===== config.mk =====
export PLATFORM = sky130hd
export DESIGN_NAME = least_picked_fair_selector
export DESIGN_NICKNAME = d
export VERILOG_FILES = /design/src/hdl/lpfs_pkg.sv /design/src/hdl/least_picked_fair_selector.sv /design/src/hdl/lpfs_ram.sv /design/src/hdl/lpfs_seq.sv
export SDC_FILE = /design/constraint.sdc
export NUM_CORES = 2
export LEC_CHECK = 0
export BUFFER_PORTS_ARGS = -buffer_cell sky130_fd_sc_hd__clkbuf_2
export CORE_ASPECT_RATIO = 0.7
export CORE_MARGIN = 8
export CORE_UTILIZATION = 29
export CTS_CLUSTER_DIAMETER = 200
export DETAILED_ROUTE_END_ITERATION = 10
export SETUP_SLACK_MARGIN = 0.05
export SLEW_MARGIN = 10
export SYNTH_ARGS = -nofsm -noshare
export SYNTH_HDL_FRONTEND = slang
export SYNTH_SLANG_ARGS = --single-unit
export TNS_END_PERCENT = 20

===== constraint.sdc =====
create_clock -name clock -period 5.75 [get_ports clock]
set_input_delay 0 -clock clock [delete_from_list [all_inputs] [get_ports clock]]
set_output_delay 0 -clock clock [all_outputs]
set_load 0.05 [all_outputs]

===== src/hdl/lpfs_pkg.sv =====
// ----------------------------------------------------------------------------
// Least-picked fair selector: package
// Sizes, beat types, microcode encodings and the microcode program.
// ----------------------------------------------------------------------------
package lpfs_pkg;

   localparam int MAX_ITEMS     = 64;
   localparam int COUNT_WIDTH   = 32;
   localparam int IDX_WIDTH     = (MAX_ITEMS > 1) ? $clog2(MAX_ITEMS) : 1;
   localparam int TIE_WIDTH     = IDX_WIDTH + 1;
   localparam int CFG_WIDTH     = 7;
   localparam int RND_WIDTH     = 31;
   localparam int RND_CNT_WIDTH = $clog2(RND_WIDTH);
   localparam int SEL_WIDTH     = 6;
   localparam int TOTAL_WIDTH   = 32;

   localparam logic [CFG_WIDTH-1:0] ITEM_COUNT_RESET = 7'd64;

   localparam logic CMD_PICK  = 1'b0;
   localparam logic CMD_CLEAR = 1'b1;

   typedef struct packed {
      logic                 command;
      logic [RND_WIDTH-1:0] random_value;
   } req_payload_type;

   typedef struct packed {
      logic [SEL_WIDTH-1:0]   chosen_entry;
      logic [TOTAL_WIDTH-1:0] picks_so_far;
   } rsp_payload_type;

   typedef enum logic [1:0] {
      SCAN_NONE,
      SCAN_MIN_TIE,
      SCAN_PICK
   } scan_op_type;

   typedef enum logic [2:0] {
      ACT_NONE,
      ACT_ACCEPT,
      ACT_INIT_DIV,
      ACT_DIV_STEP,
      ACT_COMMIT
   } act_type;

   typedef enum logic [2:0] {
      COND_ALWAYS,
      COND_PICK_TAKEN,
      COND_MORE_IDX,
      COND_DIV_MORE,
      COND_OUT_FREE
   } cond_type;

   typedef logic [2:0] step_type;

   localparam step_type STEP_WAIT     = 3'd0;
   localparam step_type STEP_SCAN_MT  = 3'd1;
   localparam step_type STEP_DRAIN_MT = 3'd2;
   localparam step_type STEP_DIV      = 3'd3;
   localparam step_type STEP_SCAN_PK  = 3'd4;
   localparam step_type STEP_DRAIN_PK = 3'd5;
   localparam step_type STEP_COMMIT   = 3'd6;

   typedef struct packed {
      logic        take;
      scan_op_type scan;
      act_type     act;
      cond_type    cond;
      step_type    target_t;
      step_type    target_f;
   } ctl_word_type;

   typedef struct packed {
      logic pick_taken;
      logic more_idx;
      logic div_more;
      logic out_free;
   } seq_status_type;

   // The microcode program. Each step names the step taken when its
   // condition holds and the one taken when it does not.
   function automatic ctl_word_type ucode_rom(input step_type step);
      ctl_word_type w;
      w.take     = 1'b0;
      w.scan     = SCAN_NONE;
      w.act      = ACT_NONE;
      w.cond     = COND_ALWAYS;
      w.target_t = STEP_WAIT;
      w.target_f = STEP_WAIT;
      unique case (step)
         STEP_WAIT: begin
            w.take     = 1'b1;
            w.act      = ACT_ACCEPT;
            w.cond     = COND_PICK_TAKEN;
            w.target_t = STEP_SCAN_MT;
            w.target_f = STEP_WAIT;
         end
         STEP_SCAN_MT: begin
            w.scan     = SCAN_MIN_TIE;
            w.cond     = COND_MORE_IDX;
            w.target_t = STEP_SCAN_MT;
            w.target_f = STEP_DRAIN_MT;
         end
         STEP_DRAIN_MT: begin
            w.act      = ACT_INIT_DIV;
            w.target_t = STEP_DIV;
         end
         STEP_DIV: begin
            w.act      = ACT_DIV_STEP;
            w.cond     = COND_DIV_MORE;
            w.target_t = STEP_DIV;
            w.target_f = STEP_SCAN_PK;
         end
         STEP_SCAN_PK: begin
            w.scan     = SCAN_PICK;
            w.cond     = COND_MORE_IDX;
            w.target_t = STEP_SCAN_PK;
            w.target_f = STEP_DRAIN_PK;
         end
         STEP_DRAIN_PK: begin
            w.target_t = STEP_COMMIT;
         end
         STEP_COMMIT: begin
            w.act      = ACT_COMMIT;
            w.cond     = COND_OUT_FREE;
            w.target_t = STEP_WAIT;
            w.target_f = STEP_COMMIT;
         end
         default: begin
            w.target_t = STEP_WAIT;
         end
      endcase
      return w;
   endfunction

endpackage


===== src/hdl/least_picked_fair_selector.sv =====
// ----------------------------------------------------------------------------
// Least-picked fair selector
// Picks the least-picked active entry, breaking ties with a random value.
// ----------------------------------------------------------------------------
// A pick beat works over the active entries, of which there are up to 64:
// the pick counts sit in a single-read-port RAM that is scanned twice, once
// for the least count and its tie count and once to find the chosen entry,
// and between the scans a one-bit-per-cycle remainder unit reduces the
// random value modulo the tie count for the tie-break. A clear beat is taken
// while the sequencer stays in its wait step and yields no result.
// Per-entry valid bits make the clear instant, so there is no clearing pass
// after reset. A result waits in an output register, and the next beat is
// accepted while it does.
// ----------------------------------------------------------------------------
module least_picked_fair_selector
   import lpfs_pkg::*;
(
   input  logic                 clock,
   input  logic                 reset,
   input  logic                 req_valid,
   output logic                 req_stall,
   input  req_payload_type      req_payload,
   output logic                 rsp_valid,
   input  logic                 rsp_stall,
   output rsp_payload_type      rsp_payload,
   input  logic                 csr_write_enable,
   input  logic [CFG_WIDTH-1:0] csr_write_data
);

   ctl_word_type   ctl;
   seq_status_type status;

   logic [CFG_WIDTH-1:0]   item_count_ff;
   logic [IDX_WIDTH-1:0]   last_idx;

   logic [IDX_WIDTH-1:0]   idx_ff, idx_in;
   logic                   cmp_vld_ff, cmp_vld_in;
   scan_op_type            cmp_op_ff, cmp_op_in;
   logic [IDX_WIDTH-1:0]   cmp_idx_ff, cmp_idx_in;
   logic [COUNT_WIDTH-1:0] least_ff, least_in;
   logic [TIE_WIDTH-1:0]   ties_ff, ties_in;
   logic [RND_WIDTH-1:0]   rnd_ff, rnd_in;
   logic [RND_CNT_WIDTH-1:0] div_cnt_ff, div_cnt_in;
   logic [TIE_WIDTH-1:0]   rem_ff, rem_in;
   logic [TIE_WIDTH-1:0]   seen_ff, seen_in;
   logic                   found_ff, found_in;
   logic [IDX_WIDTH-1:0]   chosen_ff, chosen_in;
   logic [COUNT_WIDTH-1:0] chosen_cnt_ff, chosen_cnt_in;
   logic [MAX_ITEMS-1:0]   valid_ff, valid_in;
   logic [TOTAL_WIDTH-1:0] total_ff, total_in;
   logic                   rsp_valid_ff, rsp_valid_in;
   rsp_payload_type        rsp_payload_ff, rsp_payload_in;

   logic                   req_accept;
   logic                   out_free;
   logic                   commit_go;
   logic [COUNT_WIDTH-1:0] rd_data;
   logic [COUNT_WIDTH-1:0] entry_cnt;
   logic [COUNT_WIDTH-1:0] cnt_inc;
   logic [TIE_WIDTH-1:0]   trial;

   lpfs_seq u_seq (
      .clock  (clock),
      .reset  (reset),
      .status (status),
      .ctl    (ctl)
   );

   lpfs_ram #(
      .WIDTH (COUNT_WIDTH),
      .DEPTH (MAX_ITEMS)
   ) u_count_ram (
      .clock   (clock),
      .wr_en   (commit_go),
      .wr_addr (chosen_ff),
      .wr_data (cnt_inc),
      .rd_addr (idx_ff),
      .rd_data (rd_data)
   );

   // A register value of zero means one entry; anything above the store
   // size means the whole store.
   always_comb begin
      if (item_count_ff == '0) begin
         last_idx = '0;
      end else if (int'(item_count_ff) > MAX_ITEMS) begin
         last_idx = IDX_WIDTH'(MAX_ITEMS - 1);
      end else begin
         last_idx = IDX_WIDTH'(item_count_ff - 1'b1);
      end
   end

   assign req_stall  = !ctl.take;
   assign req_accept = req_valid && ctl.take;
   assign out_free   = !rsp_valid_ff || !rsp_stall;
   assign commit_go  = (ctl.act == ACT_COMMIT) && out_free;

   // An entry never written since the last clear reads as zero.
   assign entry_cnt = valid_ff[cmp_idx_ff] ? rd_data : '0;
   assign cnt_inc   = (&chosen_cnt_ff) ? chosen_cnt_ff : chosen_cnt_ff + 1'b1;
   assign trial     = {rem_ff[TIE_WIDTH-2:0], rnd_ff[RND_WIDTH-1]};

   always_comb begin
      status.pick_taken = req_accept && (req_payload.command == CMD_PICK);
      status.more_idx   = (idx_ff != last_idx);
      status.div_more   = (div_cnt_ff != '0);
      status.out_free   = out_free;
   end

   always_comb begin
      idx_in         = idx_ff;
      cmp_vld_in     = 1'b0;
      cmp_op_in      = cmp_op_ff;
      cmp_idx_in     = cmp_idx_ff;
      least_in       = least_ff;
      ties_in        = ties_ff;
      rnd_in         = rnd_ff;
      div_cnt_in     = div_cnt_ff;
      rem_in         = rem_ff;
      seen_in        = seen_ff;
      found_in       = found_ff;
      chosen_in      = chosen_ff;
      chosen_cnt_in  = chosen_cnt_ff;
      valid_in       = valid_ff;
      total_in       = total_ff;
      rsp_valid_in   = rsp_valid_ff && rsp_stall;
      rsp_payload_in = rsp_payload_ff;

      // Issue side of the scan: the RAM answers in the next cycle.
      if (ctl.scan != SCAN_NONE) begin
         idx_in     = idx_ff + 1'b1;
         cmp_vld_in = 1'b1;
         cmp_op_in  = ctl.scan;
         cmp_idx_in = idx_ff;
      end

      // Compare side of the scan.
      if (cmp_vld_ff) begin
         case (cmp_op_ff)
            SCAN_MIN_TIE: begin
               if (entry_cnt < least_ff) begin
                  least_in = entry_cnt;
                  ties_in  = TIE_WIDTH'(1);
               end else if (entry_cnt == least_ff) begin
                  ties_in = ties_ff + 1'b1;
               end
            end
            SCAN_PICK: begin
               if (entry_cnt == least_ff) begin
                  if (!found_ff && (seen_ff == rem_ff)) begin
                     found_in      = 1'b1;
                     chosen_in     = cmp_idx_ff;
                     chosen_cnt_in = entry_cnt;
                  end
                  seen_in = seen_ff + 1'b1;
               end
            end
            default: begin
            end
         endcase
      end

      case (ctl.act)
         ACT_ACCEPT: begin
            if (req_accept) begin
               if (req_payload.command == CMD_CLEAR) begin
                  valid_in = '0;
                  total_in = '0;
               end else begin
                  rnd_in   = req_payload.random_value;
                  idx_in   = '0;
                  least_in = '1;
                  ties_in  = '0;
               end
            end
         end
         ACT_INIT_DIV: begin
            div_cnt_in = RND_CNT_WIDTH'(RND_WIDTH - 1);
            rem_in     = '0;
            idx_in     = '0;
            seen_in    = '0;
            found_in   = 1'b0;
         end
         ACT_DIV_STEP: begin
            // Restoring remainder, one bit of the random value per cycle.
            rem_in     = (trial >= ties_ff) ? trial - ties_ff : trial;
            rnd_in     = {rnd_ff[RND_WIDTH-2:0], 1'b0};
            div_cnt_in = div_cnt_ff - 1'b1;
         end
         ACT_COMMIT: begin
            if (out_free) begin
               valid_in[chosen_ff]         = 1'b1;
               total_in                    = total_ff + 1'b1;
               rsp_valid_in                = 1'b1;
               rsp_payload_in.chosen_entry = SEL_WIDTH'(chosen_ff);
               rsp_payload_in.picks_so_far = total_ff + 1'b1;
            end
         end
         default: begin
         end
      endcase
   end

   always_ff @(posedge clock) begin
      if (reset) begin
         item_count_ff <= ITEM_COUNT_RESET;
         cmp_vld_ff    <= 1'b0;
         valid_ff      <= '0;
         total_ff      <= '0;
         rsp_valid_ff  <= 1'b0;
      end else begin
         if (csr_write_enable) begin
            item_count_ff <= csr_write_data;
         end
         cmp_vld_ff   <= cmp_vld_in;
         valid_ff     <= valid_in;
         total_ff     <= total_in;
         rsp_valid_ff <= rsp_valid_in;
      end
   end

   always_ff @(posedge clock) begin
      idx_ff         <= idx_in;
      cmp_op_ff      <= cmp_op_in;
      cmp_idx_ff     <= cmp_idx_in;
      least_ff       <= least_in;
      ties_ff        <= ties_in;
      rnd_ff         <= rnd_in;
      div_cnt_ff     <= div_cnt_in;
      rem_ff         <= rem_in;
      seen_ff        <= seen_in;
      found_ff       <= found_in;
      chosen_ff      <= chosen_in;
      chosen_cnt_ff  <= chosen_cnt_in;
      rsp_payload_ff <= rsp_payload_in;
   end

   assign rsp_valid   = rsp_valid_ff;
   assign rsp_payload = rsp_payload_ff;

endmodule


===== src/hdl/lpfs_ram.sv =====
// ----------------------------------------------------------------------------
// Least-picked fair selector: generic RAM
// One write port and one read port with registered read data.
// ----------------------------------------------------------------------------
module lpfs_ram #(
   parameter int WIDTH = 32,
   parameter int DEPTH = 64
) (
   input  logic                     clock,
   input  logic                     wr_en,
   input  logic [$clog2(DEPTH)-1:0] wr_addr,
   input  logic [WIDTH-1:0]         wr_data,
   input  logic [$clog2(DEPTH)-1:0] rd_addr,
   output logic [WIDTH-1:0]         rd_data
);

   logic [WIDTH-1:0] mem_ff [DEPTH];
   logic [WIDTH-1:0] rd_data_ff;

   always_ff @(posedge clock) begin
      if (wr_en) begin
         mem_ff[wr_addr] <= wr_data;
      end
      rd_data_ff <= mem_ff[rd_addr];
   end

   assign rd_data = rd_data_ff;

endmodule


===== src/hdl/lpfs_seq.sv =====
// ----------------------------------------------------------------------------
// Least-picked fair selector: microcode sequencer
// Step counter over the program ROM with two-way conditional jumps.
// ----------------------------------------------------------------------------
module lpfs_seq
   import lpfs_pkg::*;
(
   input  logic           clock,
   input  logic           reset,
   input  seq_status_type status,
   output ctl_word_type   ctl
);

   step_type step_ff;
   step_type step_in;
   logic     cond_true;

   always_comb begin
      ctl = ucode_rom(step_ff);
      unique case (ctl.cond)
         COND_ALWAYS:     cond_true = 1'b1;
         COND_PICK_TAKEN: cond_true = status.pick_taken;
         COND_MORE_IDX:   cond_true = status.more_idx;
         COND_DIV_MORE:   cond_true = status.div_more;
         COND_OUT_FREE:   cond_true = status.out_free;
         default:         cond_true = 1'b1;
      endcase
      step_in = cond_true ? ctl.target_t : ctl.target_f;
   end

   always_ff @(posedge clock) begin
      if (reset) begin
         step_ff <= STEP_WAIT;
      end else begin
         step_ff <= step_in;
      end
   end

endmodule


==> impl_metrics.env <==
export IMPL_synth_mux_area_share_pct=17.1
export IMPL_grt_first_pass_wirelength_mm=344
export IMPL_cp_data_arrival_time_ns=6.19
export IMPL_combinational_family_with_the_most_area_after_synthesis="multiplexers"
export IMPL_hp_class="input port to flip-flop"
export IMPL_worstSetupEndpointType="flip-flop"
export IMPL_global_route_usage_met2_pct=19.8
export IMPL_cts_tree="built"
export IMPL_layout_cells_most_common="sky130_fd_sc_hd__edfxtp_1"
export IMPL_grt_busiest_layer="met1"
export IMPL_dpl_hpwl_mm=141
export IMPL_routed_via_density=5.10
export IMPL_gp_congestion=0.845
export IMPL_timing_final_ws_setup_ns=0.384
export IMPL_yosys_most_used_dff="sky130_fd_sc_hd__edfxtp_1"
export IMPL_r2r_start="cmp_idx_ff[0]"
export IMPL_fin_skew_ns=0.0973
export IMPL_maxCapViolations=0
export IMPL_finalHoldViolCount=0
export IMPL_unrepaired_setup_endpoints_after_global_routing="no"
export IMPL_status="completed"
export IMPL_h_tree_depth=4
export IMPL_fillCellCount=29400
export IMPL_numCtsBuffers=212
export IMPL_chipHeight_um=487
export IMPL_crit_start="cmp_idx_ff[0]"
export IMPL_fraction_of_the_cycle_the_final_worst_path_needs_pct=93.3
export IMPL_ant_nets=0
export IMPL_number_of_placement_rows=173
export IMPL_worstSkewPairLatency_ns=0.88
export IMPL_detailedRoute_firstIterationViolations=5893
export IMPL_layout_core_utilization_pct=33.8
export IMPL_adder_and_majority_cell_fraction_of_the_synthesized_area_pct=0.661
export IMPL_num_nets_final=4830
export IMPL_cts_root_buffer_cell="sky130_fd_sc_hd__clkbuf_16"
export IMPL_max_clock_path_buffers=4
export IMPL_dpl_worst_slack_ns=0.580
export IMPL_post_route_min_period_ns=5.37
export IMPL_report_final_setup_viol=0
export IMPL_synth_compound_area_share_pct=1.73
export IMPL_path_clk_slew_ns=0.07
export IMPL_hold_path_startpoint="req_payload[31]"
export IMPL_fmax_mhz=186
export IMPL_overall_routing_resource_usage_pct=14.0
export IMPL_final_cell_mix="sky130_fd_sc_hd__edfxtp_1, sky130_fd_sc_hd__mux4_2, sky130_fd_sc_hd__clkbuf_16"
export IMPL_die_width_um=689
export IMPL_grt_pass1_vias=45500
export IMPL_global_route_usage_met1_pct=21.5
export IMPL_start_util_pct=29.1
export IMPL_clock_sinks=2368
export IMPL_power_density_nw_per_um2=388
export IMPL_synth_seq_cells=2368
export IMPL_crit_path_max_fanout=32
export IMPL_post_cts_setup_buffers=0
export IMPL_report_final_slew_viol_count=0
export IMPL_postSynth_asyncResetShare_pct=0
export IMPL_grt_max_degree=92
export IMPL_number_of_flops_mapped_to_enable_cells_by_yosys=2175
export IMPL_report_power_total_mw=41.6
export IMPL_number_of_unique_standard_cell_types_used_by_synthesis=59
export IMPL_netlist_area_um2=92000
export IMPL_remaining_routing_drc_violations=0
export IMPL_critPathKind="flip-flop to flip-flop"
export IMPL_die_area_um2=336000
export IMPL_yosysSeqAreaShare_pct=75.2
export IMPL_post_route_cells_drive_above_1_share_pct=28.1
export IMPL_syn_instance_count=4397
export IMPL_synth_xor_xnor_area_share_pct=0.875
export IMPL_place_port_buffers=83
export IMPL_via_count=46600
export IMPL_synth_nets=4489
export IMPL_timing_max_slew_rel_slack_pct=15.2
export IMPL_io_pin_count=84
export IMPL_area_delta_synth_final_pct=16.4
export IMPL_placeable_core_region_um2=317000
export IMPL_setup_tns_ns=0
export IMPL_antenna_violations_before_repair=21
export IMPL_average_cell_area_after_synthesis_um2=20.9
export IMPL_ys_warn_count=0
export IMPL_worstSetupStartpointType="flip-flop"
export IMPL_postRouteWirelength_mm=242
export IMPL_worst_endpoint_required_ns=6.57
export IMPL_overflow=0
export IMPL_wl_per_cell_um=26.6
export IMPL_static_leakage_power_nw=32.8
export IMPL_synth_simple_gate_area_share_pct=3.20
export IMPL_ir_drop_uv=250
export IMPL_worst_slew_pin_slew_ns=1.27
export IMPL_drt_pass1_iterations=7
export IMPL_groute_layer_met3_usage_pct=3.99
registers in the layout, summed over array words and instances, names as in the netlist, 3 cells and up:
register             cells
seen_ff                  7
chosen_cnt_ff           32
div_cnt_ff               5
least_ff                32
item_count_ff            7
u_count_ram.mem_ff    2048
rsp_payload             38
chosen_ff                6
valid_ff                64
cmp_idx_ff               6
idx_ff                   6
rem_ff                   7
total_ff                32
rnd_ff                  31
u_seq.step_ff            3
u_count_ram.rd_data     32
ties_ff                  7
final timing paths:
kind         slack [ns]     endpoint  depth (start not counted)
max                0.38   ties_ff[0]                         14
min reg2reg        0.46  valid_ff[6]                          2
max reg2reg        0.38   ties_ff[0]                         14
min                0.34   ties_ff[2]                          5
routing by layer:
| metal | vias to the layer above | part of all wire [%] |
|---|---|---|
| li1 | 18900 | - |
| met1 | 25200 | 45 |
| met2 | 2152 | 42 |
| met3 | 329 | 11 |
| met4 | 10 | 1.9 |
| met5 | - | 0.018 |
power by group:
| group | internal (mW) | switching, mW |
|---|---|---|
| Combinational | 4.11 | 4.41 |
| Sequential | 18.7 | 0.293 |
| Clock | 7.80 | 6.26 |
synthesized netlist by cell type, types with 15 or more instances:
| cell type | instances | area share [%] |
|---|---|---|
| sky130_fd_sc_hd__nor3_1 | 41 | 0.22 |
| sky130_fd_sc_hd__xor2_1 | 38 | 0.36 |
| sky130_fd_sc_hd__nor2_1 | 229 | 0.93 |
| sky130_fd_sc_hd__dfxtp_1 | 193 | 4.2 |
| sky130_fd_sc_hd__and2_1 | 37 | 0.25 |
| sky130_fd_sc_hd__xnor2_1 | 54 | 0.51 |
| sky130_fd_sc_hd__nand3_1 | 36 | 0.20 |
| sky130_fd_sc_hd__a21oi_1 | 101 | 0.55 |
| sky130_fd_sc_hd__mux4_2 | 692 | 17 |
| sky130_fd_sc_hd__edfxtp_1 | 2175 | 71 |
| sky130_fd_sc_hd__a22oi_1 | 15 | 0.12 |
| sky130_fd_sc_hd__buf_1 | 52 | 0.21 |
| sky130_fd_sc_hd__o21ai_0 | 30 | 0.16 |
| sky130_fd_sc_hd__nand4_1 | 27 | 0.18 |
| sky130_fd_sc_hd__clkbuf_1 | 161 | 0.66 |
| sky130_fd_sc_hd__buf_2 | 19 | 0.10 |
| sky130_fd_sc_hd__inv_1 | 62 | 0.25 |
| sky130_fd_sc_hd__ha_1 | 47 | 0.64 |
| sky130_fd_sc_hd__nand2_1 | 164 | 0.67 |
| sky130_fd_sc_hd__a211o_1 | 33 | 0.31 |
| sky130_fd_sc_hd__mux2i_1 | 17 | 0.18 |
| sky130_fd_sc_hd__a31oi_1 | 32 | 0.22 |
logic make-up after synthesis:
family | after synthesis
XOR/XNOR | 92
AO/OA/AOI/OAI | 252
flip-flops | 2368
buffers and inverters | 296
adder cells (fa/ha/maj) | 48
AND/OR/NAND/NOR | 630
multiplexers | 711
worst max-delay path, cell delays in order (launching register included):
cell and delay (ns):
sky130_fd_sc_hd__edfxtp_1 0.32, sky130_fd_sc_hd__buf_4 0.32, sky130_fd_sc_hd__mux4_2 0.58, sky130_fd_sc_hd__mux4_2 0.48
sky130_fd_sc_hd__mux2i_1 0.28, sky130_fd_sc_hd__mux2i_4 0.31, sky130_fd_sc_hd__and2_1 0.32, sky130_fd_sc_hd__ha_1 0.32
sky130_fd_sc_hd__nand3_1 0.17, sky130_fd_sc_hd__nor4_1 0.66, sky130_fd_sc_hd__and3_1 0.42, sky130_fd_sc_hd__nand2_1 0.23
sky130_fd_sc_hd__xor2_1 0.20, sky130_fd_sc_hd__a21oi_1 0.14, sky130_fd_sc_hd__dlygate4sd3_1 0.55
final cells by class:
cell class                      count  area, um2  share of cell area [%]
Inverter                           63        236                   0.221
Timing Repair Buffer              360       3070                    2.86
Clock buffer                      272       5660                    5.29
Multi-Input combinational cell   1733      22600                    21.1
Clock inverter                    110       1040                   0.974
Sequential cell                  2368      69200                    64.6
Tap cell                         4200       5260                    4.91
Antenna cell                       21       52.6                  0.0491
through the flow:
step | cells | cell area [um2] | hold WS, ns
6_report | 9127 | 107000 | 0.336
5_1_grt | 9106 | 107000 | 0.357
4_1_cts | 9106 | 107000 | 0.266
3_5_place_dp | 8625 | 99400 | 0.253
3_3_place_gp | 8625 | 99400 | 0.253
2_1_floorplan | 4397 | 92000 | 0.126
what timing repair did:
action / CTS / global route
hold buffers: 99 / 0
endpoints found under the hold margin: 149 / 0
gates resized for setup: 0 / 1
setup endpoints to repair: 0 / 1
(Power assumes the default switching activity.)
